`src/rtl/ctl_pkg.sv`:
```
// Shared types and constants for the cache tag lookup block.
// No dependencies.
package ctl_pkg;

   localparam int MaxBlocks     = 256;
   localparam int AddrW         = $clog2(MaxBlocks);
   localparam int MaxBlocksLog2 = AddrW;
   localparam int SetWaysLog2   = 2;
   localparam int TagW          = 30;
   localparam int ByteAddrW     = 32;
   localparam int CntW          = 32;
   localparam int OffsetBase    = 2;
   localparam int CfgIndexW     = 2;
   localparam int CfgDataW      = 4;

   typedef logic [AddrW:0] span_type;

   typedef enum logic [CfgIndexW-1:0] {
      CFG_NUM_BLOCKS_LOG2,
      CFG_BLOCK_WORDS_LOG2,
      CFG_ORGANIZATION,
      CFG_REPLACE_POLICY
   } cfg_index_type;

   typedef enum logic [1:0] {
      ORG_DIRECT,
      ORG_SET_ASSOC,
      ORG_FULL_ASSOC
   } org_type;

   typedef enum logic {
      POL_FIFO,
      POL_LRU
   } policy_type;

   typedef enum logic [1:0] {
      OUT_HIT,
      OUT_FILL,
      OUT_EVICT
   } outcome_type;

   typedef enum logic [1:0] {
      ST_IDLE,
      ST_SCAN,
      ST_SHIFT,
      ST_DONE
   } state_type;

   typedef struct packed {
      logic [3:0] num_blocks_log2;
      logic [3:0] block_words_log2;
      logic [1:0] organization;
      logic       replace_policy;
   } cfg_type;

   // one decoded access
   typedef struct packed {
      logic [TagW-1:0]  tag;
      logic [AddrW-1:0] base;
      logic [AddrW-1:0] ways_m1;
      logic             lru;
   } lookup_type;

   // tag RAM port requests
   typedef struct packed {
      logic             wr_en;
      logic [AddrW-1:0] wr_addr;
      logic [TagW-1:0]  wr_data;
      logic             rd_en;
      logic [AddrW-1:0] rd_addr;
   } ram_req_type;

endpackage

```
`src/rtl/ctl_lookup_seq.sv`:
```
// Lookup sequencer: way scan, fill, evict and LRU reorder over the tag RAM,
// valid bits, running counters and the result register. Depends on ctl_pkg.
module ctl_lookup_seq
   import ctl_pkg::*;
(
   input  logic             clock,
   input  logic             reset,
   input  logic             req_valid,
   output logic             req_stall,
   input  lookup_type       lookup,
   output ram_req_type      ram_req,
   input  logic [TagW-1:0]  rd_data,
   output logic             rsp_valid,
   input  logic             rsp_stall,
   output logic [1:0]       rsp_outcome,
   output logic [TagW-1:0]  rsp_victim_tag,
   output logic [CntW-1:0]  rsp_access_count,
   output logic [CntW-1:0]  rsp_miss_count
);

   state_type        state_ff, state_in;
   lookup_type       lk_ff, lk_in;
   logic [AddrW-1:0] ptr_ff, ptr_in;
   logic             pend_ff, pend_in;
   logic             last_ff, last_in;
   logic [AddrW-1:0] cmp_way_ff, cmp_way_in;
   logic [TagW-1:0]  victim_ff, victim_in;
   outcome_type      outcome_ff, outcome_in;
   logic [MaxBlocks-1:0] valid_ff, valid_in;
   logic [CntW-1:0]  acc_ff, acc_in;
   logic [CntW-1:0]  miss_ff, miss_in;
   logic             rsp_valid_ff, rsp_valid_in;
   outcome_type      rsp_outcome_ff, rsp_outcome_in;
   logic [TagW-1:0]  rsp_victim_ff, rsp_victim_in;

   span_type         off;
   logic             in_range;
   logic [AddrW-1:0] vaddr;
   logic             vbit;

   // shared way address: current way in scan, next way ahead in shift
   always_comb begin
      if (state_ff == ST_SHIFT) begin
         off = span_type'(ptr_ff) + (pend_ff ? span_type'(2) : span_type'(1));
      end else begin
         off = span_type'(ptr_ff);
      end
      in_range = (off <= span_type'(lk_ff.ways_m1));
      vaddr    = lk_ff.base + off[AddrW-1:0];
      vbit     = valid_ff[vaddr];
   end

   // next state and datapath control
   always_comb begin
      state_in       = state_ff;
      lk_in          = lk_ff;
      ptr_in         = ptr_ff;
      pend_in        = pend_ff;
      last_in        = last_ff;
      cmp_way_in     = cmp_way_ff;
      victim_in      = victim_ff;
      outcome_in     = outcome_ff;
      valid_in       = valid_ff;
      acc_in         = acc_ff;
      miss_in        = miss_ff;
      rsp_valid_in   = rsp_valid_ff;
      rsp_outcome_in = rsp_outcome_ff;
      rsp_victim_in  = rsp_victim_ff;

      ram_req.wr_en   = 1'b0;
      ram_req.wr_addr = lk_ff.base + ptr_ff;
      ram_req.wr_data = lk_ff.tag;
      ram_req.rd_en   = 1'b0;
      ram_req.rd_addr = vaddr;

      // result word taken
      if (rsp_valid_ff && !rsp_stall) begin
         rsp_valid_in = 1'b0;
      end

      unique case (state_ff)
         ST_IDLE: begin
            if (req_valid) begin
               lk_in    = lookup;
               ptr_in   = '0;
               pend_in  = 1'b0;
               last_in  = 1'b0;
               state_in = ST_SCAN;
            end
         end

         ST_SCAN: begin
            // way 0 is the victim if the set turns out full
            if (pend_ff && cmp_way_ff == '0) begin
               victim_in = rd_data;
            end
            priority if (pend_ff && rd_data == lk_ff.tag) begin
               outcome_in = OUT_HIT;
               if (lk_ff.lru == POL_LRU) begin
                  ptr_in   = cmp_way_ff;
                  pend_in  = 1'b0;
                  state_in = ST_SHIFT;
               end else begin
                  state_in = ST_DONE;
               end
            end else if (pend_ff && last_ff) begin
               // set full, no match
               outcome_in = OUT_EVICT;
               ptr_in     = '0;
               pend_in    = 1'b0;
               state_in   = ST_SHIFT;
            end else if (!vbit) begin
               // first empty way takes the tag
               ram_req.wr_en   = 1'b1;
               ram_req.wr_addr = vaddr;
               valid_in[vaddr] = 1'b1;
               outcome_in      = OUT_FILL;
               state_in        = ST_DONE;
            end else begin
               ram_req.rd_en = 1'b1;
               pend_in       = 1'b1;
               cmp_way_in    = ptr_ff;
               if (ptr_ff == lk_ff.ways_m1) begin
                  last_in = 1'b1;
               end else begin
                  ptr_in = ptr_ff + AddrW'(1);
               end
            end
         end

         ST_SHIFT: begin
            // move younger ways down one place while the next way is valid
            if (!pend_ff) begin
               if (in_range && vbit) begin
                  ram_req.rd_en = 1'b1;
                  pend_in       = 1'b1;
               end else begin
                  ram_req.wr_en = 1'b1;
                  state_in      = ST_DONE;
               end
            end else begin
               ram_req.wr_en   = 1'b1;
               ram_req.wr_data = rd_data;
               ptr_in          = ptr_ff + AddrW'(1);
               if (in_range && vbit) begin
                  ram_req.rd_en = 1'b1;
               end else begin
                  pend_in = 1'b0;
               end
            end
         end

         ST_DONE: begin
            if (!rsp_valid_ff || !rsp_stall) begin
               acc_in         = acc_ff + CntW'(1);
               miss_in        = miss_ff + CntW'(outcome_ff != OUT_HIT);
               rsp_valid_in   = 1'b1;
               rsp_outcome_in = outcome_ff;
               rsp_victim_in  = (outcome_ff == OUT_EVICT) ? victim_ff : '0;
               state_in       = ST_IDLE;
            end
         end
      endcase
   end

   // control state
   always_ff @(posedge clock) begin
      if (reset) begin
         state_ff     <= ST_IDLE;
         valid_ff     <= '0;
         acc_ff       <= '0;
         miss_ff      <= '0;
         rsp_valid_ff <= 1'b0;
      end else begin
         state_ff     <= state_in;
         valid_ff     <= valid_in;
         acc_ff       <= acc_in;
         miss_ff      <= miss_in;
         rsp_valid_ff <= rsp_valid_in;
      end
   end

   // payload and sequencing registers
   always_ff @(posedge clock) begin
      lk_ff          <= lk_in;
      ptr_ff         <= ptr_in;
      pend_ff        <= pend_in;
      last_ff        <= last_in;
      cmp_way_ff     <= cmp_way_in;
      victim_ff      <= victim_in;
      outcome_ff     <= outcome_in;
      rsp_outcome_ff <= rsp_outcome_in;
      rsp_victim_ff  <= rsp_victim_in;
   end

   assign req_stall        = (state_ff != ST_IDLE);
   assign rsp_valid        = rsp_valid_ff;
   assign rsp_outcome      = rsp_outcome_ff;
   assign rsp_victim_tag   = rsp_victim_ff;
   assign rsp_access_count = acc_ff;
   assign rsp_miss_count   = miss_ff;

endmodule

```
`config.mk`:
```
export PLATFORM = sky130hd
export DESIGN_NAME = ctl_lookup_seq
export DESIGN_NICKNAME = d
export VERILOG_FILES = /design/src/rtl/ctl_pkg.sv /design/src/rtl/ctl_lookup_seq.sv
export SDC_FILE = /design/constraint.sdc
export NUM_CORES = 1
export LEC_CHECK = 0
export BUFFER_PORTS_ARGS = -buffer_cell sky130_fd_sc_hd__buf_2
export CELL_PAD_IN_SITES_DETAIL_PLACEMENT = 0
export CELL_PAD_IN_SITES_GLOBAL_PLACEMENT = 1
export CORE_MARGIN = 2
export CORE_UTILIZATION = 30
export CTS_BUF_LIST = sky130_fd_sc_hd__clkbuf_16
export DETAILED_ROUTE_END_ITERATION = 10
export HOLD_SLACK_MARGIN = 0.05
export PLACE_DENSITY_LB_ADDON = 0.08
export REMOVE_ABC_BUFFERS = 1
export SYNTH_ARGS = -nofsm -noshare
export SYNTH_HDL_FRONTEND = slang
export SYNTH_SLANG_ARGS = --single-unit
```
`constraint.sdc`:
```
create_clock -name clock -period 5.5 [get_ports clock]
set_input_delay 0.55 -clock clock [delete_from_list [all_inputs] [get_ports clock]]
set_output_delay 0.55 -clock clock [all_outputs]
set_load 0.005 [all_outputs]
```
Word-level counts from Yosys, hierarchy flattened
Cells that the tools add are included.
Storage, ports and cells
  bits in registers: 452
  bits in latches: 0
  bits in writable memories: 0
  memory bits (read-only): 0
  bits of input ports: 81
  output and inout port bits: 146
  logic and storage cells: 130
  memories: 0
Operators by class
  add/sub/neg operators: 6
  multipliers: 0
  div/mod/pow operators: 0
  magnitude comparators: 3
  equal/unequal tests: 20
  shift-type cells: 0
  muxes and demuxes: 53
  bitwise operators: 4
  reductions and logical operators: 26
Operator list (number)
  $or A256 B256 Y256: 1
  $mux W8: 8
  $mux W30: 2
  $mux W9: 4
  $add A32 B1 Y32: 1
  $add A32 B1 Y32 const B: 1
  $eq A30 B30 Y1: 1
  $pmux W8 S3: 1
  $mux W1: 21
  $mux W2: 10
  $ne A2 B2 Y1 const B: 9
  $add A8 B8 Y8: 2
  $ne A4 B4 Y1 const B: 3
  $reduce_and A4 Y1: 3
  $reduce_and A6 Y1: 2
  $add A8 B2 Y9: 1
  $le A9 B8 Y1: 1
  $lt A8 B9 Y1 const B: 1
  $add A8 B1 Y8 const B: 1
  $bmux W1 S8: 1
  $demux W1 S8: 1
  $eq A8 B8 Y1: 1
  $ge A8 B1 Y1 const B: 1
  $logic_not A8 Y1: 1
  other kinds (17): 34

Logic depth before layout (Yosys ltp)
  depth in word-level cells: 10
  depth in mapped cells: 21
  mapped depth without buffers: 17

Least setup slack after synthesis
Ideal clock, no wire load.
  kind: reg-to-output
  start point: reg pend_ff
  end point: out ram_req[47] in the netlist's numbering
  arrival: 4703 ps
  required time: 4950 ps
  slack: 247 ps
  stages on the path, launching flop included: 17
  path buffers: 2
  cell sequence: edfxtp_1 -> inv_1 -> ha_1 -> fa_1 -> nand2_1 -> o21ai_0 -> inv_1 -> fa_1 -> dlymetal6s2s_1 -> mux4_4 -> mux4_2 -> a22o_1 -> or4_1 -> and4_1 -> clkbuf_1 -> a31o_2 -> a21oi_1
RTL lines
  start, declared: line ctl_lookup_seq.sv:24  | logic pend_ff, pend_in;
  start signal, assigned: line ctl_lookup_seq.sv:187  | pend_ff <= pend_in;
  end, declared: line ctl_lookup_seq.sv:11  | output ram_req_type ram_req,

==> results by group <==
Outcome
  – Outcome: complete, but fails checks
  – Violated checks: setup timing

Synthesis
  – Async SR Flop Fraction: 0
  – Synth Area in Simple Gates: 0.0943
  – Synth Area in Adders: 0.0233
  – Compound-Gate Fraction of Synth Area: 0.130
  – Mux share of post-synthesis cell area: 0.110
  – Synthesized area per cell: about 11 um2
  – Largest family of logic cells by synthesized area: compound AO/OA/AOI/OAI gates
  – Cells after Synth: approximately 1900
  – EDFF count, synth: roughly 130
  – Yosys warns: 0
  – Post-Synth XOR/XNOR Area: 0.0474
  – Post-Syn Area: ~20000 um2
  – FF+latch count, synth: about 450
  – Netlist cell types: 64
  – Synth Flop Type: dfxtp_1
  – Post-synthesis sequential area ratio: 0.508

Placed design
  – Placed insts: 2916
  – PortBufs: between 200 and 250
  – Placer Congestion: around 0.78
  – DP HPWL: 42.1 mm
  – Post-detailed-placement cell area: 22500 um2

Power
  – Sw Share: 0.367
  – Pwr Total: roughly 12 mW
  – Switch Pwr: 4.58 mW
  – Flop pwr share: 0.307
  – PwrDens: slightly above 500 nW/um2
  – Power share of the combinational group: 0.410
  – Max IR drop VDD: ~230 uV
  – Pleak: ~8.7 nW
  – Power Internal: 7.90 mW
  – Clock share of power: 0.283

Clock tree
  – CTS Buf Count: 53
  – Cts hold-fix bufs: 0
  – Root buffer cell: clkbuf_16
  – Clk slew on worst S/H paths: 0.06 ns
  – Clk buf depth: 3
  – Htree depth: 2
  – Worst-skew pair later-pin latency: about 0.60 ns
  – CTS tree: yes
  – Clk sinks: roughly 450

STA
  – Setup violators final: around 50
  – Crit share post-route: 1.07
  – Least-Margin Pin Slew: approximately 0.97 ns
  – Hold_ws: 0.122 ns
  – Fin. max-slew vios: 0
  – Fmax: 169 MHz
  – Worst Slack Setup Final: -0.400 ns
  – Slew margin rel.: 0.354
  – RSZ-0062 raised after global routing: yes
  – Post-layout min period: a little under 6 ns
  – Final Skew: ~0.018 ns
  – Hold Fails Final Rpt: 0

Worst setup path
  – CP Class: reg2out
  – Slowest Stage Delay on Critical Path: around 0.92 ns
  – Register-to-register setup slack: -0.04 ns
  – Setup crit end kind: output port
  – CP Data Required Time: 4.95 ns
  – Buf/Inv on CP: 4
  – CP arrival: roughly 5.4 ns
  – Largest delay share family, worst path: adder cells
  – Critical Path Most Common Cell: mux4_2
  – CP cell instances: ha_2 -> fa_1 -> nand2_1 -> o21ai_2 -> inv_2 -> fa_4 -> buf_12 -> mux4_2 -> mux4_2 -> a22o_1 -> or4_4 -> and4_4 -> a31o_2 -> a21oi_2 -> buf_4 -> buf_2
  – Setup crit start kind: register
  – Critical Path Slowest Stage Cell: fa_4
  – Worst Path Max Fanout: 8

Floorplan
  – Die width: approximately 260 um
  – DIE AREA: 69900 um2
  – Effective utilization at floorplan: 0.303
  – Number of cell rows: 95
  – Core area: 67200 um2
  – Die height: around 260 um
  – IO Count: roughly 230

Cells and area
  – Share of post-route cells with drive strength above 1: 0.261
  – Final non-filler cell total: slightly above 3000
  – Area grow syn2layout: 19.9%
  – # fillers: 6778
  – Fin util: 0.363
  – Fin nets: 2221
  – Design area: approximately 24000 um2
  – Multi-input gate area: about 8300 um2
  – Commonest non-fill, non-tap cell in the layout: dfxtp_1
  – Most frequent cells in the layout: dfxtp_1, inv_1, buf_2
  – Register area: 10300 um2

Global routing
  – Global Route Usage Sum: 0.170
  – Vias in the first global route: ~15000
  – Initial antenna violation count: 3
  – Largest net degree at the start of global routing: about 130
  – First-pass GRT wire length: around 92 mm
  – Grt ovf: 0

Routing
  – Number of vias per cell: 4.84
  – Post-route DRC: 0
  – Drt wl/cell: 19.8 um
  – Routed vias: approximately 15000
  – Antenna Nets Post-Route: 0
  – DRT Pass-1 Iters: 6
  – Iter 0 DRT Violations: between 800 and 900
  – Routed WL: 59.9 mm

Job
  – Max-cap violations: 0

Hold path
  – Class of the worst hold path: in2reg
-- power by group through the flow --
stage               logic [mW]  registers, mW  clock network, mW
floorplan                 2.75           3.88                  0
global placement          4.91           3.90                  0
detailed placement        4.91           3.91                  0
CTS                       5.11           3.84               3.65
global route              5.58           3.86               3.78
finish                    5.11           3.84               3.53
-- synthesized netlist by cell type, types with 17 or more instances --
cell      instances  share of area
a21oi_1          39         0.0096
and2_1           38          0.012
and3_1           34          0.010
buf_2            30         0.0074
clkbuf_1         51         0.0094
dfxtp_1         323           0.32
edfxtp_1        129           0.19
ha_1             33          0.020
inv_1           292          0.054
mux2_2           33          0.018
mux4_2           71          0.079
nand2_1         113          0.021
nand3_1          27         0.0066
nand4_1          30         0.0092
nor2_1           86          0.016
nor3_1           17         0.0042
o21ai_0          19         0.0047
o22ai_1         197          0.061
o22ai_2          60          0.037
or3_1            17         0.0052
xnor2_1          56          0.024
xor2_1           54          0.023
-- worst register-to-register path: cells and delay by family, from the launching register on --
| kind | cells | cell delay [ns] |
|---|---|---|
| buffers and inverters | 6 | 0.85 |
| adders and majority gates | 3 | 1.64 |
| and+or+nand+nor | 4 | 1.27 |
| AOI/OAI and AO/OA | 3 | 0.49 |
| DFF | 1 | 0.40 |
| muxes | 2 | 0.82 |
-- cell families (layout without fill, tap and decap cells) --
| family | after synthesis | in the layout |
|---|---|---|
| flops | 452 | 452 |
| simple gates | 390 | 390 |
| compound gates | 363 | 363 |
| xor+xnor | 110 | 110 |
| fa+ha+maj | 36 | 36 |
| mux | 116 | 116 |
| other cells | 0 | 1 |
| buf+inv | 403 | 681 |
-- metal layers --
metal	routed length (um)	track usage
met5	23	0
met4	1130	0.0405
met3	2540	0.0283
met2	28200	0.281
met1	28000	0.233
-- area by class of cell --
class                           count  area share
Timing Repair Buffer              289      0.0725
Tap cell                          873      0.0448
Inverter                          293      0.0451
Clock buffer                       55      0.0564
Multi-Input combinational cell   1015       0.342
Antenna cell                        1    0.000103
Clock inverter                     44      0.0148
Sequential cell                   452       0.424
-- timing repair --
item                                    4_1_cts  5_1_grt
gates cloned                                  2        0
endpoints found under the setup margin       34       44
setup buffers                                 1        3
resized for setup                            18        9
pin swaps                                     4        3
-- flip-flops by register name, indices dropped and copies added, names as in the netlist --
name,cells
rsp_valid,1
rsp_outcome,2
rsp_access_count,32
rsp_miss_count,32
last_ff,1
outcome_ff,2
lk_ff,47
pend_ff,1
victim_ff,30
cmp_way_ff,8
valid_ff,256
rsp_victim_tag,30
ptr_ff,8
state_ff,2
-- worst paths after layout --
check / from / end / cells after the start
hold reg to reg: outcome_ff[1] / rsp_outcome[1] / 0
setup reg to reg: ptr_ff[0] / valid_ff[101] / 18
setup / recovery: ptr_ff[0] / ram_req[47] / 16
hold / removal: lookup[22] / lk_ff[22] / 1
-- stage by stage --
step / TNS (ns) / setup WS (ns)
after floorplan: -455.93 / -2.07
after global placement: 0 / 0.0231
after detailed placement: -0.137 / -0.0305
after CTS: -3.99 / -0.466
after global routing: -16.04 / -0.572
final: -3.95 / -0.400
(Power assumes the default switching activity.)
