$ cat config.mk
export PLATFORM = sky130hd
export DESIGN_NAME = ctl_cfg_decode
export DESIGN_NICKNAME = d
export VERILOG_FILES = /design/src/rtl/ctl_pkg.sv /design/src/rtl/ctl_cfg_decode.sv
export SDC_FILE = /design/constraint.sdc
export NUM_CORES = 1
export LEC_CHECK = 0
export BUFFER_PORTS_ARGS = -buffer_cell sky130_fd_sc_hd__buf_2
export CORE_MARGIN = 4
export CORE_UTILIZATION = 50
export CTS_BUF_LIST = sky130_fd_sc_hd__clkbuf_8
export DETAILED_ROUTE_END_ITERATION = 10
export PLACE_DENSITY = 0.8
export SKIP_LAST_GASP = 1
export SYNTH_ARGS = -nofsm -noshare
export SYNTH_HDL_FRONTEND = slang
export SYNTH_SLANG_ARGS = --single-unit
$ cat constraint.sdc
create_clock -name clock -period 7.21 [get_ports clock]
set_input_delay 0.3605 -clock clock [delete_from_list [all_inputs] [get_ports clock]]
set_output_delay 0.3605 -clock clock [all_outputs]
set_load 0.02 [all_outputs]
$ cat src/rtl/ctl_pkg.sv
// Shared types and constants for the cache tag lookup block.
// No dependencies.
package ctl_pkg;

   localparam int MaxBlocks     = 256;
   localparam int AddrW         = $clog2(MaxBlocks);
   localparam int MaxBlocksLog2 = AddrW;
   localparam int SetWaysLog2   = 2;
   localparam int TagW          = 30;
   localparam int ByteAddrW     = 32;
   localparam int CntW          = 32;
   localparam int OffsetBase    = 2;
   localparam int CfgIndexW     = 2;
   localparam int CfgDataW      = 4;

   typedef logic [AddrW:0] span_type;

   typedef enum logic [CfgIndexW-1:0] {
      CFG_NUM_BLOCKS_LOG2,
      CFG_BLOCK_WORDS_LOG2,
      CFG_ORGANIZATION,
      CFG_REPLACE_POLICY
   } cfg_index_type;

   typedef enum logic [1:0] {
      ORG_DIRECT,
      ORG_SET_ASSOC,
      ORG_FULL_ASSOC
   } org_type;

   typedef enum logic {
      POL_FIFO,
      POL_LRU
   } policy_type;

   typedef enum logic [1:0] {
      OUT_HIT,
      OUT_FILL,
      OUT_EVICT
   } outcome_type;

   typedef enum logic [1:0] {
      ST_IDLE,
      ST_SCAN,
      ST_SHIFT,
      ST_DONE
   } state_type;

   typedef struct packed {
      logic [3:0] num_blocks_log2;
      logic [3:0] block_words_log2;
      logic [1:0] organization;
      logic       replace_policy;
   } cfg_type;

   // one decoded access
   typedef struct packed {
      logic [TagW-1:0]  tag;
      logic [AddrW-1:0] base;
      logic [AddrW-1:0] ways_m1;
      logic             lru;
   } lookup_type;

   // tag RAM port requests
   typedef struct packed {
      logic             wr_en;
      logic [AddrW-1:0] wr_addr;
      logic [TagW-1:0]  wr_data;
      logic             rd_en;
      logic [AddrW-1:0] rd_addr;
   } ram_req_type;

endpackage

$ cat src/rtl/ctl_cfg_decode.sv
// Configuration registers and address split into tag, set base and way count.
// Depends on ctl_pkg.
module ctl_cfg_decode
   import ctl_pkg::*;
(
   input  logic                 clock,
   input  logic                 reset,
   input  logic                 csr_we,
   input  logic [CfgIndexW-1:0] csr_index,
   input  logic [CfgDataW-1:0]  csr_wdata,
   input  logic [ByteAddrW-1:0] byte_address,
   output lookup_type           lookup
);

   cfg_type cfg_ff;
   cfg_type cfg_in;

   logic [3:0]           n_eff;
   logic [3:0]           ways_log2;
   logic [3:0]           idx_w;
   logic [4:0]           off_w;
   logic [ByteAddrW-1:0] shifted;
   logic [ByteAddrW-1:0] tag_shifted;
   logic [AddrW-1:0]     idx_mask;
   logic [AddrW-1:0]     idx;

   // register writes
   always_comb begin
      cfg_in = cfg_ff;
      if (csr_we) begin
         unique case (cfg_index_type'(csr_index))
            CFG_NUM_BLOCKS_LOG2:  cfg_in.num_blocks_log2  = csr_wdata;
            CFG_BLOCK_WORDS_LOG2: cfg_in.block_words_log2 = csr_wdata;
            CFG_ORGANIZATION:     cfg_in.organization     = csr_wdata[1:0];
            CFG_REPLACE_POLICY:   cfg_in.replace_policy   = csr_wdata[0];
         endcase
      end
   end

   always_ff @(posedge clock) begin
      if (reset) begin
         cfg_ff.num_blocks_log2  <= 4'(MaxBlocksLog2);
         cfg_ff.block_words_log2 <= '0;
         cfg_ff.organization     <= ORG_DIRECT;
         cfg_ff.replace_policy   <= POL_FIFO;
      end else begin
         cfg_ff <= cfg_in;
      end
   end

   // geometry: block count clipped to the store, ways per set
   always_comb begin
      n_eff = (cfg_ff.num_blocks_log2 > 4'(MaxBlocksLog2)) ?
              4'(MaxBlocksLog2) : cfg_ff.num_blocks_log2;
      unique case (cfg_ff.organization)
         ORG_DIRECT:    ways_log2 = '0;
         ORG_SET_ASSOC: ways_log2 = (n_eff < 4'(SetWaysLog2)) ? n_eff : 4'(SetWaysLog2);
         default:       ways_log2 = n_eff;  // fully associative, code three too
      endcase
      idx_w = n_eff - ways_log2;
      off_w = {1'b0, cfg_ff.block_words_log2} + 5'(OffsetBase);
   end

   // address split
   always_comb begin
      shifted     = byte_address >> off_w;
      tag_shifted = byte_address >> (6'(off_w) + 6'(idx_w));
      idx_mask    = AddrW'((span_type'(1) << idx_w) - span_type'(1));
      idx         = shifted[AddrW-1:0] & idx_mask;

      lookup.tag     = tag_shifted[TagW-1:0];
      lookup.base    = idx << ways_log2;
      lookup.ways_m1 = AddrW'((span_type'(1) << ways_log2) - span_type'(1));
      lookup.lru     = cfg_ff.replace_policy;
   end

endmodule

[Yosys cells after proc, flatten, opt, wreduce, memory -nomap -nowiden]
Index checks and enable logic that the tools add are counted.
Operators by class
  add/sub/neg operators: 5
  order comparisons: 2
  equal/unequal tests: 4
  shift operators: 5
  muxes and demuxes: 3
  bitwise logic cells: 1
  reductions and logical operators: 6
Operators by type and width (number)
  $shr 32x5->8: 1
  $shr 32x6->30: 1
  $shl 1x4->8 const A: 2
  $sub 8x1->8 const B: 2
  $and 8x8->8: 1
  $mux 4: 2
  $pmux 4 s2: 1
  $reduce_and 2->1: 4
  $shl 8x4->8: 1
  $add 5x4->6: 1
  $add 4x2->5 const B: 1
  $eq 2x1->1 const B: 2
  $eq 2x2->1 const B: 2
  $gt 4x4->1 const B: 1
  $logic_not 2->1: 2
  $lt 4x2->1 const B: 1
  $sub 4x4->4: 1
Storage, ports and cells
  register bits after elaboration: 11

[Logic depth before layout (Yosys ltp)]
Gate-level depths: netlist of the first run.
  word-level depth: 10
  depth in mapped cells: 20
  mapped depth without buffers: 18

[Worst setup path after synthesis of the first run]
OpenSTA, ideal clock, no wires.
  path type: register -> output
  start point: reg cfg_ff[10] (netlist name)
  end point: out lookup[25] (netlist name)
  arrival time: 4.449 ns
  required time: 6.849 ns
  slack: 2.400 ns
  stages on the path, launching flop included: 16
  path through: dfxtp_1 nand2b_1 or2_2 inv_1 clkbuf_1 ha_1 fa_1 clkbuf_1 xor2_1 ha_1 fa_1 inv_1 clkbuf_1 clkbuf_1 mux2i_1 o31ai_1
RTL lines
  from (decl): RTL line ctl_cfg_decode.sv:15  | cfg_type cfg_ff;
  from (signal assigned): RTL line ctl_cfg_decode.sv:47  | cfg_ff <= cfg_in;
  to (decl): RTL line ctl_cfg_decode.sv:12  | output lookup_type lookup

==> results of run 1 <==
## synth_stat cells (7+ instances only)
cell	instances	area (sq um)
nor3_1	7	35.0
buf_2	10	50.1
ha_1	11	138
o21ai_0	18	90.1
nor2_1	52	195
o22ai_1	14	87.6
dfxtp_1	11	220
nor2b_1	9	56.3
nand2_1	37	139
a211oi_1	10	75.1
nand2b_1	9	56.3
inv_1	14	52.6
mux4_2	46	1040
mux2_2	7	78.8
clkbuf_1	19	71.3
a21oi_1	20	100
nand3_1	10	50.1
mux2i_1	41	410
and2_1	7	43.8
## worst paths after layout
| kind | start | to | slack [ns] |
|---|---|---|---|
| hold / removal | csr_wdata[3] | cfg_ff[10] | 0.34 |
| setup / recovery | cfg_ff[9] | lookup[20] | 1.59 |
| hold reg to reg | lookup[0] | lookup[0] | 0.50 |
| setup reg to reg | cfg_ff[3] | cfg_ff[3] | 6.01 |
## worst register-to-register path, stage by stage, from the launching register on
cell and delay, ns:
dfxtp_1 0.85, mux2i_1 0.17, nor2_1 0.11
## metal layers
layer	share of wire [%]	track usage, %	up-vias	wire, um
met5	0	0	-	0
met1	43	33.2	1726	4330
met3	8.2	3.04	4	822
li1	-	-	1739	-
met4	0.37	2.97	0	37
met2	48	36.3	190	4830
## cell families after synthesis
group | share of synthesized area, %
AO/OA/AOI/OAI | 18.2
AND/OR/NAND/NOR | 19.2
XOR/XNOR | 2.19
multiplexers | 43.0
buffers and inverters | 6.18
adder cells (fa/ha/maj) | 5.01
flip-flops | 6.21
## sequential cells by signal, indices dropped and copies added (netlist names)
name / flops
lookup: 1
cfg_ff: 10
## area by class of cell
class	instances	area (sq um)	area share, %
Sequential cell	11	220	5.47
Clock inverter	1	3.75	0.0933
Clock buffer	3	41.3	1.03
Timing Repair Buffer	92	473	11.8
Tap cell	96	120	2.99
Multi-Input combinational cell	358	3110	77.2
Inverter	16	60.1	1.49
## stage by stage
step | setup slack (ns) | hold slack [ns]
2_1_floorplan | 2.40 | 0.455
3_3_place_gp | 2.02 | 0.476
3_5_place_dp | 1.89 | 0.490
4_1_cts | 1.62 | 0.344
5_1_grt | 1.16 | 0.360
6_report | 1.59 | 0.344
## power breakdown
part / leakage [nW] / internal, mW / switching (mW)
clock: 0.0269 / 0.0374 / 0.0233
combinational: 1.64 / 0.199 / 0.305
sequential: 0.0895 / 0.0631 / 0.00459
## cells in the final DEF, fill, tap and decap left out, drive strengths merged, types with 5 or more instances in the layout
cell type | synthesis | final
inv | 15 | 16
mux2i | 41 | 41
ha | 11 | 11
nand2 | 37 | 37
dfxtp | 11 | 11
buf | 17 | 92
nand2b | 9 | 9
and2 | 8 | 8
mux2 | 7 | 7
mux4 | 46 | 46
o22ai | 14 | 14
a211oi | 10 | 10
nor2b | 9 | 9
o31ai | 6 | 6
nand3 | 10 | 10
nor2 | 52 | 52
o21ai | 19 | 19
a21oi | 21 | 21
nor3 | 7 | 7
xnor2 | 5 | 5
==> impl_metrics.ini, run 1 <==
[floorplan]
fp.dieH_um = 92.2
io_pins = 88
die_w_um = 92.2
floorplan.initialDensity_pct = 51.9
die_area_sq_um = 8500
core_area_sq_um = 6830
rows = 30

[global_routing]
grt_max_degree = 34
antenna_found_initial = 0
grt_pass1_wl_mm = 15.9
grt_usage_pct = 22.6
gr-total-overflow = 0
grt_pass1_vias = 3211

[synth]
syn_avg_cell_area_sq_um = 8.42
async_reset_ff_share_pct = 0
yosysUniqueCellTypes = 55
synth-edff-count = 0
netlist_area_sq_um = 3540
synth_fp_nets = 475
synthCells = 421
yosysSeqAreaShare_pct = 6.21
synthFlopType = dfxtp_1
yosysWarnings = 0
synth_seq_cells = 11

[run_status]
status = completed

[timing]
fin_crit_sh_pct = 77.9
fin_skew_ns = 0
slew_viol_final = 0
worstMarginPinSlew_ns = 1.00
setup-violations-final = 0
slew_headroom_pct = 33.2
finalCriticalPeriod_ns = 5.62
hold_violations = 0
finalSetupTns_ns = 0
max_freq_ghz = 0.178
rsz0062_at_grt = no

[setup_path]
critPathSlowestCell = inv_1
r2r_cells = 2
cpPeakStageDelay_ns = 0.83
path_class = register to output pin
required_ns = 6.85
critPathLaunchType = register
crit_family = adder cells
critPathCaptureType = output pin
path_cells = nor2_1 > a21oi_1 > or2_2 > inv_1 > ha_1 > fa_1 > xor2_2 > inv_2 > ha_1 > fa_1 > inv_1 > mux2i_1 > mux4_2 > nor2_1 > buf_2
cp.depth = 15
cp_max_fo = 29
worst-path-buf-inv = 4
cp.arrival_ns = 5.26

[clock_network]
post_cts_buffers = 0
cts_tree = yes
path_clk_slew_ns = 0.05
htreeDepth = 1
cts_buffers = 3
clock_path_buffers = 2
clk_latency_ns = 0.24
clkSinkCount = 11
clockRootBuffer = clkbuf_8
hold_buffers = 0
cts_resized = 0

[placed_design]
gp_congestion = 0.912
hpwlAfterDp_mm = 8.06
placed_cells = 573
place_area_sq_um = 3980
portBuffers = 87

[pwr]
power_density_nw_per_um2 = 157
ir_worst_vdd_mv = 0.109
power.leakage_nw = 1.75
power_mw = 0.632

[worst_hold_path]
hold_path_class = input port to register
min_path_cells = 2

[detailed_routing]
totalWireLength_mm = 10.0
antenna_left = 0
wl_per_cell_um = 17.4
vias = 3659
drcViolationCount = 0
viasPerCell = 6.34
drtIter0Drc = 302
dr.pass1.iters = 7

[finish]
fin_nets = 536
fill_cells = 626
syn_to_final_growth_pct = 13.5
drive_above_1_share_pct = 32.2
final_util_pct = 58.9
finalInstanceArea_sq_um = 4020
antennaDiodeCount = 0
finalNonFillerCells = 577

[run]
drv_cap = 0
(Power assumes the default switching activity.)
==> inputs of run 2 (changes only) <==
Settings changed: PLACE_DENSITY 0.8 to 0.83.
Clock period 7.21 ns to 4.7 ns, I/O delays scaled along.
==> run 2 against run 1 <==
Clock power is 51% higher. Wire length is 6.3% higher. First-iteration DRC count is 1.7% higher. Largest power group unchanged. Critical endpoint unchanged.
==> impl_metrics.ini, run 2 (synthesis results as in run 1) <==
[global_routing]
met2_usage_pct = 37.8
grt_pass1_wl_mm = 16.9
gr-total-overflow = 0
met3_usage_pct = 4.84
grt_usage_pct = 23.9
grt_pass1_vias = 3406
top_usage_layer = met2
antenna_found_initial = 0
grt_max_degree = 36
met1_usage_pct = 33.5

[setup_path]
cp.arrival_ns = 4.26
worst-path-buf-inv = 4
required_ns = 4.47
cpPeakStageDelay_ns = 0.64
critPathCaptureType = output pin
cp_max_fo = 14
crit_family = adder cells
critPathLaunchType = register
critPathSlowestCell = fa_2
path_cells = nor2_1 > a21oi_1 > or2_4 > inv_1 > ha_1 > fa_1 > xor2_2 > inv_2 > ha_1 > fa_2 > buf_6 > nand2b_1 > o22a_1 > mux4_2 > nor2_1 > buf_2
path_class = register to output pin

[finish]
final_common_cell = buf_2
fin_nets = 547
largest_reg_flops = 10
top_register = cfg_ff
mostFrequentLayoutCells = buf_2, nor2_1, mux4_2
drive_above_1_share_pct = 35.0
syn_to_final_growth_pct = 17.7
antennaDiodeCount = 0
finalNonFillerCells = 588
fill_cells = 611

[clock_network]
path_clk_slew_ns = 0.05
htreeDepth = 1
cts_buffers = 3
clockRootBuffer = clkbuf_8
clk_latency_ns = 0.23
clock_path_buffers = 2
cts_tree = yes
hold_buffers = 0
clkSinkCount = 11

[detailed_routing]
viasPerCell = 6.50
drcViolationCount = 0
drtIter0Drc = 307
antenna_left = 0
vias = 3824
dr.pass1.iters = 7
totalWireLength_mm = 10.7
wl_per_cell_um = 18.1

[floorplan]
die_area_sq_um = 8500
core_area_sq_um = 6830
io_pins = 88
rows = 30
die_w_um = 92.2
floorplan.initialDensity_pct = 51.9
fp.dieH_um = 92.2

[pwr]
power_density_nw_per_um2 = 242
power_mw = 1.01
ir_worst_vdd_mv = 0.115
power.leakage_nw = 1.82

[timing]
worstMarginPinSlew_ns = 1.03
fin_crit_sh_pct = 95.6
max_freq_ghz = 0.222
finalCriticalPeriod_ns = 4.49
hold_violations = 0
slew_headroom_pct = 31.6
fin_skew_ns = 0
finalSetupTns_ns = 0
slew_viol_final = 0
setup-violations-final = 0

[run_status]
status = completed

[worst_hold_path]
hold_path_class = input port to register

[placed_design]
placed_cells = 579
gp_congestion = 0.945
portBuffers = 87
hpwlAfterDp_mm = 8.28

[run]
drv_cap = 0
-- run 2: path summary, 6_finish.rpt --
path	start	endpoint	slack (ns)	depth (start not counted)
worst min-delay path	csr_wdata[3]	cfg_ff[10]	0.24	2
worst max register to register	cfg_ff[4]	cfg_ff[4]	3.59	3
worst min register to register	lookup[0]	lookup[0]	0.51	2
worst max-delay path	cfg_ff[9]	lookup[20]	0.21	16
-- run 2: per-layer routing --
layer / share of wire, % / routed length (um)
met3: 10 / 1110
met4: 1.8 / 189
met5: 0 / 0
met2: 48 / 5120
met1: 40 / 4240
-- run 2: layout make-up --
type / instances / area (sq um) / area share, %
clock buffer: 3 / 41.3 / 0.990
clock inverter: 1 / 5.00 / 0.120
inverter: 16 / 63.8 / 1.53
multi-input combinational: 358 / 3140 / 75.2
sequential: 11 / 220 / 5.28
tap: 96 / 120 / 2.88
timing repair buffer: 103 / 584 / 14.0
-- run 2: power breakdown --
| group | internal (mW) | total, mW | leakage [nW] | switching, mW |
|---|---|---|---|---|
| sequential | 0.0969 | 0.103 | 0.0895 | 0.00601 |
| combinational | 0.327 | 0.816 | 1.71 | 0.489 |
| clock | 0.0580 | 0.0915 | 0.0255 | 0.0335 |
-- run 2: per-stage QoR --
stage	cell area (sq um)	hold slack, ns	worst slack [ns]	utilization, %
final	4170	0.238	0.205	61.1
after global routing	4170	0.241	-0.00408	61.1
after detailed placement	4050	0.470	0.185	59.3
after global placement	4050	0.470	0.419	59.3
after CTS	4100	0.237	0.0299	60.1
after floorplan	3540	0.329	0.0159	-
-- run 2: what timing repair did --
action / in CTS / in global routing
endpoints found under the setup margin: 6 / 26
setup buffers: 0 / 5
gates resized for setup: 1 / 8
pin swaps: 0 / 2
==> inputs of run 3 (changes only) <==
Settings changed: ABC_AREA set to 1, MAX_ROUTING_LAYER set to met4, PLACE_DENSITY 0.83 to 0.82.
==> run 3 against run 2 <==
Total power is 10% higher. Synthesized area increased by 1.3%. Non-clock buffer count down 2. Final cell count is 49% higher. Critical endpoint is now lookup[23].
==> impl_metrics.ini, run 3 <==
[timing]
slew_headroom_pct = 51.0
setup-violations-final = 0
finalCriticalPeriod_ns = 4.40
max_freq_ghz = 0.227
worstMarginPinSlew_ns = 0.733
finalSetupTns_ns = 0
holdWs_ns = 0.254
hold_violations = 0
slew_viol_final = 0
setup_slack_ns = 0.295
rsz0062_at_grt = yes
fin_skew_ns = 0
fin_crit_sh_pct = 93.7

[pwr]
pwr-share-comb_pct = 82.2
switching_share_pct = 58.7
ir_worst_vdd_mv = 0.181
seq_power_share_pct = 9.6
power.share.clock_pct = 8.1
netSwitchingPower_mw = 0.652
power_mw = 1.11
power.leakage_nw = 2.14
internal_power_mw = 0.459
power_density_nw_per_um2 = 271

[synth]
synthFlopType = dfxtp_1
netlist_area_sq_um = 3590
synth_seq_cells = 11
synth_common_cells = nand2_1, nand3_1, o21ai_0, inv_1, nor2_1
synth-edff-count = 0
yosysUniqueCellTypes = 36
synth_largest_area_cell = nand2_1
yosysSeqAreaShare_pct = 6.13
synth_fp_nets = 767
yosysWarnings = 0
async_reset_ff_share_pct = 0
synth_area_leaders = nand2_1, nand3_1, o21ai_0
synthCells = 713
yosysTopAreaCellShare_pct = 25.7
synth.most_common_cell = nand2_1
syn_avg_cell_area_sq_um = 5.03

[finish]
top_register = cfg_ff
final_common_cell = nand2_1
fin_nets = 833
largest_reg_flops = 10
antennaDiodeCount = 0
syn_to_final_growth_pct = 14.4
final_util_pct = 59.8
drive_above_1_share_pct = 18.4
mostFrequentLayoutCells = nand2_1, nand3_1, buf_2

[clock_network]
cts_buffers = 3
clk_latency_ns = 0.23
clock_path_buffers = 2
cts_tree = yes
htreeDepth = 1
clkSinkCount = 11
path_clk_slew_ns = 0.05
clockRootBuffer = clkbuf_8

[setup_path]
rrSetupSlack_ns = 3.00
r2r_start = cfg_ff[5]
crit_family = adder cells
path_cells = nor2_1 > nand2_1 > o21ai_2 > nand2_2 > inv_4 > ha_1 > fa_2 > inv_1 > nand2_1 > nand2_1 > ha_1 > fa_2 > clkinvlp_4 > buf_4 > o21ai_0 > o21ai_0 > o22ai_1 > buf_2
cp.depth = 18
critPathLaunchType = register
critPathSlowestCell = fa_2
cp_max_fo = 9
worst-path-buf-inv = 5
path_class = register to output pin
critPathCaptureType = output pin
cp.arrival_ns = 4.17
cp_common_cell = nand2_1
cp-endpoint = lookup[23]
reg2reg_to = cfg_ff[5]
cpPeakStageDelay_ns = 0.72
required_ns = 4.47
critPathLaunch = cfg_ff[10]
r2r_cells = 2

[detailed_routing]
antenna_left = 0
drtIter0Drc = 420
wl_per_cell_um = 13.1
dr.pass1.iters = 5
vias = 4956
drcViolationCount = 0
viasPerCell = 5.67
totalWireLength_mm = 11.5

[global_routing]
grt_max_degree = 34
grt_pass1_wl_mm = 18.8
gr-total-overflow = 0
antenna_found_initial = 0
grt_usage_pct = 26.1
grt_pass1_vias = 4205

[run]
drv_cap = 0

[floorplan]
die_w_um = 92.7
rows = 30
fp.dieH_um = 92.7
floorplan.initialDensity_pct = 52.3
die_area_sq_um = 8600
io_pins = 88
core_area_sq_um = 6870

[placed_design]
gp_congestion = 0.968
dp_slack_ns = 0.420
portBuffers = 87
hpwlAfterDp_mm = 9.01

[run_status]
status = completed

[worst_hold_path]
hold_path_class = input port to register
[run 3: changes by cell type after synthesis, sizes merged, moves of 10 or more]
cell    previous run  this run
mux2i             41         9
nand2             37       256
mux4              46         0
nand4              0        14
a211oi            10         0
o21ai             19        98
nand3             10       108
buf               17        28
inv               15        59
[run 3: final cells by class]
class | instances | area [sq um]
multi-input cells | 595 | 2900
clock inverters | 1 | 3.75
repair buffers | 101 | 548
flip-flops and latches | 11 | 221
well taps | 96 | 120
clock buffers | 3 | 41.3
repair inverters | 3 | 22.5
inverters | 64 | 254
fillers | 726 | 2760
[run 3: through the flow]
step           std cells  instance area [sq um]
2_1_floorplan        713                   3590
3_3_place_gp         865                   4000
3_5_place_dp         865                   4000
4_1_cts              869                   4040
5_1_grt              874                   4110
6_report             874                   4110
[run 3: routing by layer]
metal,global-route usage [%],vias to the layer above,share of wire [%]
met1,36.2,2228,46
li1,-,2502,-
met4,4.76,0,1.0
met5,-,-,0
met2,42.0,212,45
met3,2.19,14,7.5
[run 3: cells by family (layout without fill, tap and decap cells)]
group | count (synthesis) | in the layout | synth area share [%]
AOI/OAI and AO/OA | 141 | 141 | 21.2
xor gates and xnor gates | 3 | 3 | 0.732
adders and majority gates | 13 | 13 | 4.95
buffers and inverters | 107 | 172 | 13.6
DFF | 11 | 11 | 6.13
muxes | 9 | 9 | 2.51
and+or+nand+nor | 429 | 429 | 51.0
[run 3: worst min-delay path by stage]
stage | startpoint | depth (start not counted) | endpoint | slack (ns)
2_1_floorplan | csr_wdata[3] | 2 | cfg_ff[10] | 0.36
3_3_place_gp | lookup[0] | 2 | lookup[0] | 0.43
3_5_place_dp | lookup[0] | 2 | lookup[0] | 0.44
4_1_cts | csr_wdata[3] | 3 | cfg_ff[10] | 0.24
5_1_grt | csr_wdata[3] | 3 | cfg_ff[10] | 0.25
6_report | csr_wdata[3] | 3 | cfg_ff[10] | 0.25
[run 3: power by group through the flow]
stage | clock [mW] | combinational [mW] | sequential, mW
2_1_floorplan | 0 | 0.643 | 0.103
3_3_place_gp | 0 | 0.863 | 0.108
3_5_place_dp | 0 | 0.874 | 0.108
4_1_cts | 0.0924 | 0.878 | 0.107
5_1_grt | 0.0984 | 1.01 | 0.108
6_report | 0.0905 | 0.914 | 0.107
[run 3: worst min-delay path, stage by stage]
cell	delay (ns)
buf_2	0.09
nand2_1	0.06
nand3_1	0.08
[run 3: timing repair]
item / CTS / global route
endpoints found under the hold margin: 0 / 0
setup endpoints to repair: 0 / 30
setup buffers: 0 / 2
hold buffers: 0 / 0
resized for setup: 0 / 15
